$ cat src/hw/rtl/pli_pkg.sv
// Shared types and codes for the positional list block.
// Standalone package; used by pli_cell, pli_chain and the top level.
`default_nettype none

package pli_pkg;

  // Request codes on action_i
  localparam logic [1:0] ACT_INSERT  = 2'd0;
  localparam logic [1:0] ACT_DELETE  = 2'd1;
  localparam logic [1:0] ACT_DISPLAY = 2'd2;

  // Result status codes
  localparam logic [1:0] ST_OK      = 2'd0;
  localparam logic [1:0] ST_INVALID = 2'd1;
  localparam logic [1:0] ST_EMPTY   = 2'd2;
  localparam logic [1:0] ST_FULL    = 2'd3;

  // Operation broadcast to every cell of the chain
  typedef enum logic [1:0] {
    CELL_HOLD,
    CELL_INSERT,
    CELL_DELETE,
    CELL_ROTATE
  } cell_op_e;

endpackage

`default_nettype wire

$ cat src/hw/rtl/pli_cell.sv
// One storage cell of the list chain: holds one entry and updates it from
// its neighbors. Depends on pli_pkg.
`default_nettype none

module pli_cell #(
  parameter int unsigned IDX = 0,
  parameter int unsigned IW  = 4
) (
  input  wire                  clk_i,
  input  wire pli_pkg::cell_op_e op_i,
  input  wire logic [IW-1:0]   sel_idx_i,
  input  wire logic [IW-1:0]   lim_idx_i,
  input  wire logic [31:0]     ins_val_i,
  input  wire logic [31:0]     head_i,
  input  wire logic [31:0]     left_i,
  input  wire logic [31:0]     right_i,
  output logic [31:0]          val_o
);

  localparam logic [IW-1:0] MyIdx = IW'(IDX);

  logic [31:0] val_d;
  logic [31:0] val_q;

  // Pick next entry: shift up on insert, down on delete, wrap on rotate
  always_comb begin
    val_d = val_q;
    unique case (op_i)
      pli_pkg::CELL_HOLD: begin
        val_d = val_q;
      end
      pli_pkg::CELL_INSERT: begin
        if (MyIdx == sel_idx_i) begin
          val_d = ins_val_i;
        end else if (MyIdx > sel_idx_i) begin
          val_d = left_i;
        end
      end
      pli_pkg::CELL_DELETE: begin
        if (MyIdx >= sel_idx_i) begin
          val_d = right_i;
        end
      end
      pli_pkg::CELL_ROTATE: begin
        if (MyIdx == lim_idx_i) begin
          val_d = head_i;
        end else if (MyIdx < lim_idx_i) begin
          val_d = right_i;
        end
      end
      default: begin
        val_d = val_q;
      end
    endcase
  end

  // Hold the entry
  always_ff @(posedge clk_i) begin
    val_q <= val_d;
  end

  assign val_o = val_q;

endmodule

`default_nettype wire

$ cat src/hw/rtl/pli_chain.sv
// Row of pli_cell instances wired to their neighbors; cell 0 is the list head.
// Depends on pli_pkg and pli_cell.
`default_nettype none

module pli_chain #(
  parameter int unsigned CAPACITY = 16,
  parameter int unsigned IW       = 4
) (
  input  wire                  clk_i,
  input  wire pli_pkg::cell_op_e op_i,
  input  wire logic [IW-1:0]   sel_idx_i,
  input  wire logic [IW-1:0]   lim_idx_i,
  input  wire logic [31:0]     ins_val_i,
  output logic [31:0]          head_o
);

  logic [31:0] cell_val [CAPACITY];

  // Build the chain; the ends see themselves as the missing neighbor
  for (genvar g = 0; g < CAPACITY; g++) begin : g_cell
    logic [31:0] left_w;
    logic [31:0] right_w;

    if (g == 0) begin : g_first
      assign left_w = cell_val[g];
    end else begin : g_mid_l
      assign left_w = cell_val[g-1];
    end

    if (g == CAPACITY - 1) begin : g_last
      assign right_w = cell_val[g];
    end else begin : g_mid_r
      assign right_w = cell_val[g+1];
    end

    pli_cell #(
      .IDX (g),
      .IW  (IW)
    ) u_cell (
      .clk_i     (clk_i),
      .op_i      (op_i),
      .sel_idx_i (sel_idx_i),
      .lim_idx_i (lim_idx_i),
      .ins_val_i (ins_val_i),
      .head_i    (cell_val[0]),
      .left_i    (left_w),
      .right_i   (right_w),
      .val_o     (cell_val[g])
    );
  end

  assign head_o = cell_val[0];

endmodule

`default_nettype wire

$ cat src/hw/rtl/positional_list_insert_delete.sv
// Positional list top level: request decode, count and result register.
// Insert and delete: result strobed the cycle after the transfer.
// Display: busy while the list is shown (never if empty), one result per
// cycle, rate set by the chain rotating one entry into the head cell per
// cycle. Depends on pli_pkg and pli_chain.
// Reset (async, active low) empties the list; entry contents are not cleared.
`default_nettype none

module positional_list_insert_delete #(
  parameter int unsigned CAPACITY = 16
) (
  input  wire                clk_i,
  input  wire                rst_ni,
  input  wire                start_i,
  output logic               busy_o,
  input  wire logic [1:0]    action_i,
  input  wire logic [7:0]    position_i,
  input  wire logic signed [31:0] value_i,
  output logic               strobe_o,
  output logic [1:0]         status_o,
  output logic signed [31:0] element_o,
  output logic               element_valid_o,
  output logic               last_o
);

  localparam int unsigned IW   = $clog2(CAPACITY);
  localparam int unsigned CW   = $clog2(CAPACITY + 1);
  localparam int unsigned CMPW = ((CW > 8) ? CW : 8) + 1;

  typedef enum logic {
    S_IDLE,
    S_DISP
  } state_e;

  state_e        state_q;
  logic [CW-1:0] count_q;
  logic [CW-1:0] disp_q;

  logic            accept;
  logic [CMPW-1:0] pos_ext;
  logic [CMPW-1:0] cnt_ext;
  logic            ins_bad_pos;
  logic            del_bad_pos;
  logic            is_full;
  logic            is_empty;
  logic            disp_last;

  pli_pkg::cell_op_e cell_op;
  logic [IW-1:0]     sel_idx;
  logic [IW-1:0]     lim_idx;
  logic [31:0]       head_val;

  assign busy_o = (state_q == S_DISP);
  assign accept = start_i && !busy_o;

  // Range checks on the requested position
  assign pos_ext     = CMPW'(position_i);
  assign cnt_ext     = CMPW'(count_q);
  assign ins_bad_pos = (position_i == 8'd0) || (pos_ext > cnt_ext + CMPW'(1));
  assign del_bad_pos = (position_i == 8'd0) || (pos_ext > cnt_ext);
  assign is_full     = (count_q == CW'(CAPACITY));
  assign is_empty    = (count_q == '0);
  assign disp_last   = (disp_q + CW'(1) == count_q);

  assign sel_idx = IW'(position_i - 8'd1);
  assign lim_idx = IW'(count_q - CW'(1));

  // Drive the chain operation
  always_comb begin
    cell_op = pli_pkg::CELL_HOLD;
    if (state_q == S_DISP) begin
      cell_op = pli_pkg::CELL_ROTATE;
    end else if (accept) begin
      if (action_i == pli_pkg::ACT_INSERT && !ins_bad_pos && !is_full) begin
        cell_op = pli_pkg::CELL_INSERT;
      end else if (action_i == pli_pkg::ACT_DELETE && !is_empty && !del_bad_pos) begin
        cell_op = pli_pkg::CELL_DELETE;
      end
    end
  end

  pli_chain #(
    .CAPACITY (CAPACITY),
    .IW       (IW)
  ) u_chain (
    .clk_i     (clk_i),
    .op_i      (cell_op),
    .sel_idx_i (sel_idx),
    .lim_idx_i (lim_idx),
    .ins_val_i (value_i),
    .head_o    (head_val)
  );

  // Sequence requests, track count and register each result
  always_ff @(posedge clk_i or negedge rst_ni) begin
    if (!rst_ni) begin
      state_q         <= S_IDLE;
      count_q         <= '0;
      disp_q          <= '0;
      strobe_o        <= 1'b0;
      status_o        <= pli_pkg::ST_OK;
      element_o       <= '0;
      element_valid_o <= 1'b0;
      last_o          <= 1'b0;
    end else begin
      strobe_o <= 1'b0;
      unique case (state_q)
        S_IDLE: begin
          if (accept) begin
            element_o       <= '0;
            element_valid_o <= 1'b0;
            last_o          <= 1'b1;
            unique case (action_i)
              pli_pkg::ACT_INSERT: begin
                strobe_o <= 1'b1;
                if (ins_bad_pos) begin
                  status_o <= pli_pkg::ST_INVALID;
                end else if (is_full) begin
                  status_o <= pli_pkg::ST_FULL;
                end else begin
                  status_o <= pli_pkg::ST_OK;
                  count_q  <= count_q + CW'(1);
                end
              end
              pli_pkg::ACT_DELETE: begin
                strobe_o <= 1'b1;
                if (is_empty) begin
                  status_o <= pli_pkg::ST_EMPTY;
                end else if (del_bad_pos) begin
                  status_o <= pli_pkg::ST_INVALID;
                end else begin
                  status_o <= pli_pkg::ST_OK;
                  count_q  <= count_q - CW'(1);
                end
              end
              pli_pkg::ACT_DISPLAY: begin
                if (is_empty) begin
                  strobe_o <= 1'b1;
                  status_o <= pli_pkg::ST_EMPTY;
                end else begin
                  disp_q  <= '0;
                  state_q <= S_DISP;
                end
              end
              default: begin
                // drop unused action code
              end
            endcase
          end
        end
        S_DISP: begin
          strobe_o        <= 1'b1;
          status_o        <= pli_pkg::ST_OK;
          element_o       <= head_val;
          element_valid_o <= 1'b1;
          last_o          <= disp_last;
          disp_q          <= disp_q + CW'(1);
          if (disp_last) begin
            state_q <= S_IDLE;
          end
        end
        default: begin
          state_q <= S_IDLE;
        end
      endcase
    end
  end

endmodule

`default_nettype wire

$ cat config.mk
export PLATFORM = sky130hd
export DESIGN_NAME = positional_list_insert_delete
export DESIGN_NICKNAME = d
export VERILOG_FILES = /design/src/hw/rtl/pli_pkg.sv /design/src/hw/rtl/pli_cell.sv /design/src/hw/rtl/pli_chain.sv /design/src/hw/rtl/positional_list_insert_delete.sv
export SDC_FILE = /design/constraint.sdc
export NUM_CORES = 1
export LEC_CHECK = 0
export BUFFER_PORTS_ARGS = -buffer_cell sky130_fd_sc_hd__buf_4
export CAP_MARGIN = 20
export CORE_UTILIZATION = 35
export CTS_BUF_LIST = sky130_fd_sc_hd__clkbuf_4
export DETAILED_ROUTE_END_ITERATION = 8
export PLACE_DENSITY = 0.49
export SYNTH_ARGS = -nofsm -noshare
export SYNTH_HDL_FRONTEND = slang
export SYNTH_SLANG_ARGS = --single-unit
$ cat constraint.sdc
create_clock -name clk_i -period 5.8 [get_ports clk_i]
set_input_delay 0.58 -clock clk_i [delete_from_list [all_inputs] [get_ports clk_i]]
set_output_delay 0.58 -clock clk_i [all_outputs]
set_load 0.1 [all_outputs]
; ---- Yosys cells after proc, flatten, opt, wreduce, memory -nomap -nowiden
; Cells that the tools add are included.
; Widths: inputs -> output; s select.
[op_classes]
n_addsub = 5
mul = 0
div_mod_pow = 0
n_lt_le_gt_ge = 47
eq_ne = 94
shift = 0
n_mux = 129
n_bitwise = 3
n_reduce_logical = 40
[ops]
columns = operator, count
row1 = $mux 32, 78
row2 = $pmux 32 s3, 15
row3 = $pmux 32 s2, 2
row4 = $ne 3x3->1 const B, 30
row5 = $eq 4x4->1 const A, 16
row6 = $reduce_and 4->1, 14
row7 = $ne 2x2->1 const B, 25
row8 = $mux 5, 7
row9 = $eq 3x4->1 const A, 8
row10 = $gt 4x4->1 const A, 8
row11 = $ge 4x4->1 const A, 7
row12 = $lt 4x4->1 const A, 7
row13 = $pmux 5 s2, 2
row14 = $mux 2, 9
row15 = $eq 2x4->1 const A, 4
row16 = $ge 3x4->1 const A, 4
row17 = $gt 3x4->1 const A, 4
row18 = $lt 3x4->1 const A, 4
row19 = $add 5x1->5 const B, 2
row20 = $pmux 1 s2, 5
row21 = $mux 1, 9
row22 = $reduce_and 3->1, 3
row23 = $eq 1x4->1 const A, 2
row24 = $ge 1x4->1 const A, 2
row25 = 30 further kinds, 51
[totals]
reg_bits = 560
latchBits = 0
ramBits = 0
mem_bits_ro = 0
in_bits = 45
out_inout_bits = 38
n_memories = 0

; ---- Logic depth before layout (Yosys ltp)
[depth]
word_depth = 13
mapped_depth = 16
ltp_nobuf = 10

; ---- By module
; Synthesis repeated with hierarchy kept, for this count alone.
[hier_totals]
hier_cells = 3604
area_unflattened_um2 = 40819.1
[by_module_without_submodules]
columns = mod, instances, cells_per_inst, area_each_um2, seq_area_each_um2
row1 = pli_cell at u_chain.g_cell[11].u_cell, 1, 224, 2705.1, 960.9
row2 = pli_cell at u_chain.g_cell[10].u_cell, 1, 225, 2672.6, 960.9
row3 = pli_cell at u_chain.g_cell[6].u_cell, 1, 224, 2667.6, 960.9
row4 = pli_cell at u_chain.g_cell[12].u_cell, 1, 223, 2666.3, 960.9
row5 = pli_cell at u_chain.g_cell[8].u_cell, 1, 223, 2640.0, 960.9
row6 = positional_list_insert_delete, 1, 234, 2573.7, 1201.2
row7 = pli_cell at u_chain.g_cell[1].u_cell, 1, 222, 2353.5, 960.9
row8 = pli_cell at u_chain.g_cell[4].u_cell, 1, 225, 2353.5, 960.9
row9 = pli_cell at u_chain.g_cell[0].u_cell, 1, 219, 2328.5, 960.9
row10 = pli_cell at u_chain.g_cell[3].u_cell, 1, 225, 2308.5, 960.9
row11 = pli_cell at u_chain.g_cell[2].u_cell, 1, 194, 2302.2, 960.9
row12 = pli_cell at u_chain.g_cell[14].u_cell, 1, 192, 2263.4, 960.9
row13 = pli_cell at u_chain.g_cell[7].u_cell, 1, 197, 2263.4, 960.9
row14 = pli_cell at u_chain.g_cell[5].u_cell, 1, 200, 2255.9, 960.9
row15 = +3 rows, n/a, n/a, n/a, n/a

; ---- Worst setup path after synthesis
; No wires, ideal clock.
[synth_timing]
kind = reg-to-reg
startpoint = register count_q[0]
endpoint = register u_chain.g_cell[11].u_cell.val_q[0], enable pin
setup_time_ps = 475
t_arrival_ps = 5447
required_time_ps = 5325
slack_ps = -122
stages_incl_launch_ff = 15
cell_sequence = dfrtp_1 -> buf_1 -> inv_1 -> ha_1 -> clkbuf_1 -> inv_1 -> ha_1 -> and4_1 -> nand2b_1 -> a21oi_1 -> or3_1 -> buf_2 -> buf_2 -> nand2_1 -> a221oi_1
[synth_between]
elab_chain_cells = 12
word_cells_on_any_way = 31
classes_between = 2 x add/sub / 3 x order compare / 8 x eq/ne / 4 x mux / 1 x bitwise / 13 x reduce/logical
[synth_lines]
columns = item, line
row1 = from (decl), positional_list_insert_delete.sv:36  ; logic [CW-1:0] count_q;
row2 = from (signal assigned), positional_list_insert_delete.sv:122  ; count_q <= count_q + CW'(1);
row3 = from (signal assigned), positional_list_insert_delete.sv:133  ; count_q <= count_q - CW'(1);
row4 = $add 5x1->6, positional_list_insert_delete.sv:59  ; assign ins_bad_pos = (position_i == 8'd0) || (pos_ext > cnt_ext + CMPW'(1));
row5 = $gt 8x6->1, positional_list_insert_delete.sv:59
row6 = $logic_or 1x1->1, positional_list_insert_delete.sv:59
row7 = $logic_not 1->1, positional_list_insert_delete.sv:74  ; if (action_i == pli_pkg::ACT_INSERT && !ins_bad_pos && !is_full) begin
row8 = $logic_and 1x1->1 (2 in a row), positional_list_insert_delete.sv:74
row9 = $mux 2, positional_list_insert_delete.sv:74
row10 = $mux 2, positional_list_insert_delete.sv:73  ; end else if (accept) begin
row11 = $mux 2, positional_list_insert_delete.sv:71  ; if (state_q == S_DISP) begin
row12 = "$eq 2x2->1, or another cell as far along", pli_cell.sv:28  ; unique case (op_i)
row13 = "$ne 3x3->1 (no line), or another cell as far along", n/a
row14 = $reduce_and 4->1 (no line) *, n/a
row15 = to (signal assigned), pli_cell.sv:59  ; val_q <= val_d;
row16 = to (decl), pli_cell.sv:23  ; logic [31:0] val_q;
; Every way passes the cells marked *; elsewhere a longest branch is shown, timed or not.
; A chain may end at the register's enable or synchronous reset.

; ---- Worst setup path after layout
[layout_timing]
startpoint = register count_q[0]
endpoint = register u_chain.g_cell[6].u_cell.val_q[22], enable pin
[layout_between]
elab_chain_cells = 12
word_cells_on_any_way = 31
classes_between = 2 x add/sub / 3 x order compare / 8 x eq/ne / 4 x mux / 1 x bitwise / 13 x reduce/logical
[layout_lines]
columns = item, line
row1 = $add 5x1->6, positional_list_insert_delete.sv:59
row2 = $gt 8x6->1, positional_list_insert_delete.sv:59
row3 = $logic_or 1x1->1, positional_list_insert_delete.sv:59
row4 = $logic_not 1->1, positional_list_insert_delete.sv:74
row5 = $logic_and 1x1->1 (2 in a row), positional_list_insert_delete.sv:74
row6 = $mux 2, positional_list_insert_delete.sv:74
row7 = $mux 2, positional_list_insert_delete.sv:73
row8 = $mux 2, positional_list_insert_delete.sv:71
row9 = "$eq 2x2->1, or another cell as far along", pli_cell.sv:28
row10 = "$ne 3x3->1 (no line), or another cell as far along", n/a
row11 = $reduce_and 4->1 (no line) *, n/a
row12 = to (signal assigned), pli_cell.sv:59
row13 = to (decl), pli_cell.sv:23
; Marked as above.

==> impl_metrics.json <==
{
  "status": "finished clean",
  "crit_path_cell_trace": "inv_1 > ha_1 > inv_1 > ha_1 > and4_1 > nand2b_1 > a21oi_1 > or3_1 > nand2_1 > a221oi_4 > buf_4",
  "fin_nets": 3319,
  "max_slew_margin_pct": 17.2,
  "area_growth_pct": 11.9,
  "setup-violations-final": 0,
  "cts_root_buf": "clkbuf_4",
  "finalWeightedCongestion": 0.826,
  "start_kind": "flop",
  "htreeDepth": 4,
  "drt-total-wl_mm": 135,
  "place_ws_ns": 1.12,
  "worst_pin_slew_ns": 1.24,
  "clkTransAtPathRegs_ns": 0.06,
  "antenna_left": 0,
  "synth.distinct_cells": 71,
  "syn_area_um2": 36500,
  "ir_drop_mv": 0.732,
  "endpoint_kind": "flop",
  "p_seq_share_pct": 41.5,
  "synth-simple-area-share_pct": 9.40,
  "synth_edf_count": 512,
  "synth_top_family_by_area": "multiplexers",
  "critical_path_class": "reg -> reg",
  "synth_adder_area_share_pct": 0.788,
  "portBuffers": 82,
  "cts_tree": "yes",
  "fmax_mhz": 209,
  "io_pins": 83,
  "rsz0062_at_grt": "false",
  "path_max_fanout": 32,
  "intPower_w": 0.0135,
  "grt_antenna_before_repair": 4,
  "period_needed_ns": 4.78,
  "grt.overflow.total": 0,
  "hold_path_class": "in -> async",
  "grt_max_degree": 193,
  "synth-async-reset-ratio_pct": 8.57,
  "grt_usage_pct": 24.7,
  "power_frac_comb_pct": 41.6,
  "num_vias": 30600,
  "cts_buffers": 167,
  "power.switching_w": 0.0102,
  "cp_data_arrival_time_ns": 5.44,
  "max_cap_viol_count": 0,
  "initial_core_util_pct": 35.3,
  "synth-seq-cells": 560,
  "crit_required_ns": 6.45,
  "first_pass_iters": 6,
  "layout-drive-gt1-share_pct": 18.4,
  "synth_compound_area_share_pct": 14.4,
  "routed_via_density": 6.42,
  "p_sw_share_pct": 43.1,
  "grt_pass1_vias": 30300,
  "clkSinkCount": 560,
  "die_x_um": 325,
  "clk_latency_ns": 1.09,
  "post_drt_wl_per_cell_um": 28.4,
  "fin_util_pct": 39.5,
  "syn_avg_cell_area_um2": 11.2,
  "core_area_um2": 103000,
  "synth_nets": 3331,
  "synth_ff_type": "edfxtp_1",
  "clkPwrFrac_pct": 17.0,
  "fin_worst_skew_ns": 0.0894,
  "powerDensity_nw_per_um2": 582,
  "remaining_drc_errors": 0,
  "synth_seq_area_share_pct": 45.4,
  "clockBufferDepth": 3,
  "final.setup.worst_slack_ns": 1.02,
  "synthCells": 3263,
  "die_area_um2": 106000,
  "critPathMaxStageDelay_ns": 0.71,
  "dieHeight_um": 325,
  "muxShareOfSynthArea_pct": 24.4,
  "slowest_stage": "or3_1",
  "post-dp-hpwl_mm": 76.1,
  "first_iter_violations": 3572,
  "finalCritPeriodShare_pct": 82.5,
  "drv_slew": 0,
  "finalHoldViolations": 0,
  "reg2reg_depth": 11,
  "ys_warn_count": 0,
  "fp-row-count": 118,
  "grt_pass1_wl_mm": 199,
  "power_w": 0.0238,
  "post-cts-setup-buffers": 0,
  "synth_xor_area_share_pct": 0.456,
  "leakage_nw": 17.6
}
-- power by group through the flow --
stage | Clock (W) | Combinational, W | Sequential (W)
3_3_place_gp | 0 | 0.00946 | 0.00972
5_1_grt | 0.00434 | 0.0106 | 0.0101
2_1_floorplan | 0 | 0.00643 | 0.00973
3_5_place_dp | 0 | 0.00975 | 0.00983
4_1_cts | 0.00415 | 0.00978 | 0.00977
6_report | 0.00403 | 0.00989 | 0.00986
-- repair_timing --
action | 4_1_cts | 5_1_grt
hold buffers | 36 | 0
resized for setup | 0 | 0
endpoints found under the hold margin | 271 | 0
endpoints found under the setup margin | 0 | 0
-- synthesized netlist by cell type, drive strengths merged, types with 3 or more instances --
cell type / number / area, µm²
a211oi: 16 / 120
xnor2: 15 / 131
a221oi: 7 / 61.3
nand4: 4 / 25.0
or3: 6 / 37.5
dfrtp: 48 / 1200
nor2: 24 / 95.1
o21ai: 50 / 265
o221ai: 367 / 3210
and2: 4 / 25.0
clkbuf: 200 / 774
nor3: 12 / 70.1
nand2: 269 / 1010
nand3: 370 / 1860
inv: 25 / 93.8
nor2b: 8 / 50.1
a22oi: 4 / 30.0
a21o: 3 / 22.5
mux2i: 757 / 7580
ha: 23 / 288
and3: 16 / 100
or4: 3 / 22.5
nor4: 4 / 25.0
buf: 190 / 1030
mux2: 108 / 1330
xor2: 4 / 35.0
nand2b: 4 / 27.5
a21oi: 91 / 482
edfxtp: 512 / 15400
a221o: 81 / 811
o211ai: 4 / 30.0
-- cells in the final DEF (no fill, tap or decap), drive strengths merged, types with 81 or more instances in the layout --
| master | synthesis | routed |
|---|---|---|
| clkbuf | 200 | 256 |
| a21oi | 91 | 91 |
| nand2 | 269 | 269 |
| o221ai | 367 | 367 |
| edfxtp | 512 | 512 |
| mux2 | 108 | 108 |
| nand3 | 370 | 370 |
| mux2i | 757 | 757 |
| buf | 190 | 173 |
| a221o | 81 | 81 |
-- sequential cells by signal, indices dropped and copies added, names as in the netlist --
name and count:
busy_o 1, count_q 5, last_o 1, status_o 2
strobe_o 1, element_o 32, u_chain.g_cell.u_cell.val_o 512, element_valid_o 1
disp_q 5
-- worst paths after layout --
check                               from                            endpoint  slack [ns]
max                           count_q[0]  u_chain.g_cell[6].u_cell.val_o[22]        1.02
min                               rst_ni                          count_q[4]        0.16
max reg2reg                   count_q[0]  u_chain.g_cell[6].u_cell.val_o[22]        1.02
min reg2reg                element_o[31]                       element_o[31]        0.48
max in group asynchronous         rst_ni                              busy_o        4.93
min in group clk_i         position_i[5]                         status_o[0]        0.26
-- cells by family (layout without fill, tap and decap cells) --
kind of cell,count (synthesis),after routing
AO/OA/AOI/OAI,647,647
XOR/XNOR,19,19
adder cells (fa/ha/maj),23,23
buffers and inverters,415,534
flip-flops,560,560
multiplexers,865,865
other,0,1
AND/OR/NAND/NOR,734,734
-- critical path: cells and delay by family, from the launching register on --
kind                       cells  cell delay (ns)
and+or+nand+nor                4             1.36
DFF                            1             0.69
adders and majority gates      2             0.75
AOI/OAI and AO/OA              2             0.63
buffers and inverters          3             0.90
-- layer usage --
layer	up-vias	wire length [µm]	global-route usage, %
met5	-	46	0
met4	6	4140	9.63
met3	283	10200	4.32
met2	1566	61200	38.4
met1	15600	59600	34.2
li1	13100	-	-
-- metrics by stage --
step | std cells | instance area, µm² | hold WS, ns | TNS [ns]
2_1_floorplan | 3263 | 36600 | 0.284 | -24.80
3_3_place_gp | 4421 | 38200 | 0.461 | 0
3_5_place_dp | 4425 | 38300 | 0.465 | 0
4_1_cts | 4761 | 40800 | 0.117 | 0
5_1_grt | 4763 | 40900 | 0.195 | 0
6_report | 4763 | 40900 | 0.164 | 0
-- final cells by class --
| type | count | area [µm²] |
|---|---|---|
| fill | 9812 | 62600 |
| multi-input combinational | 2288 | 18400 |
| sequential | 560 | 16600 |
| clock buffer | 256 | 1920 |
| timing repair buffer | 209 | 1850 |
| tap | 1380 | 1730 |
| clock inverter | 44 | 239 |
| inverter | 25 | 101 |
| antenna | 1 | 2.50 |
Power figures use the tool's default switching activity.
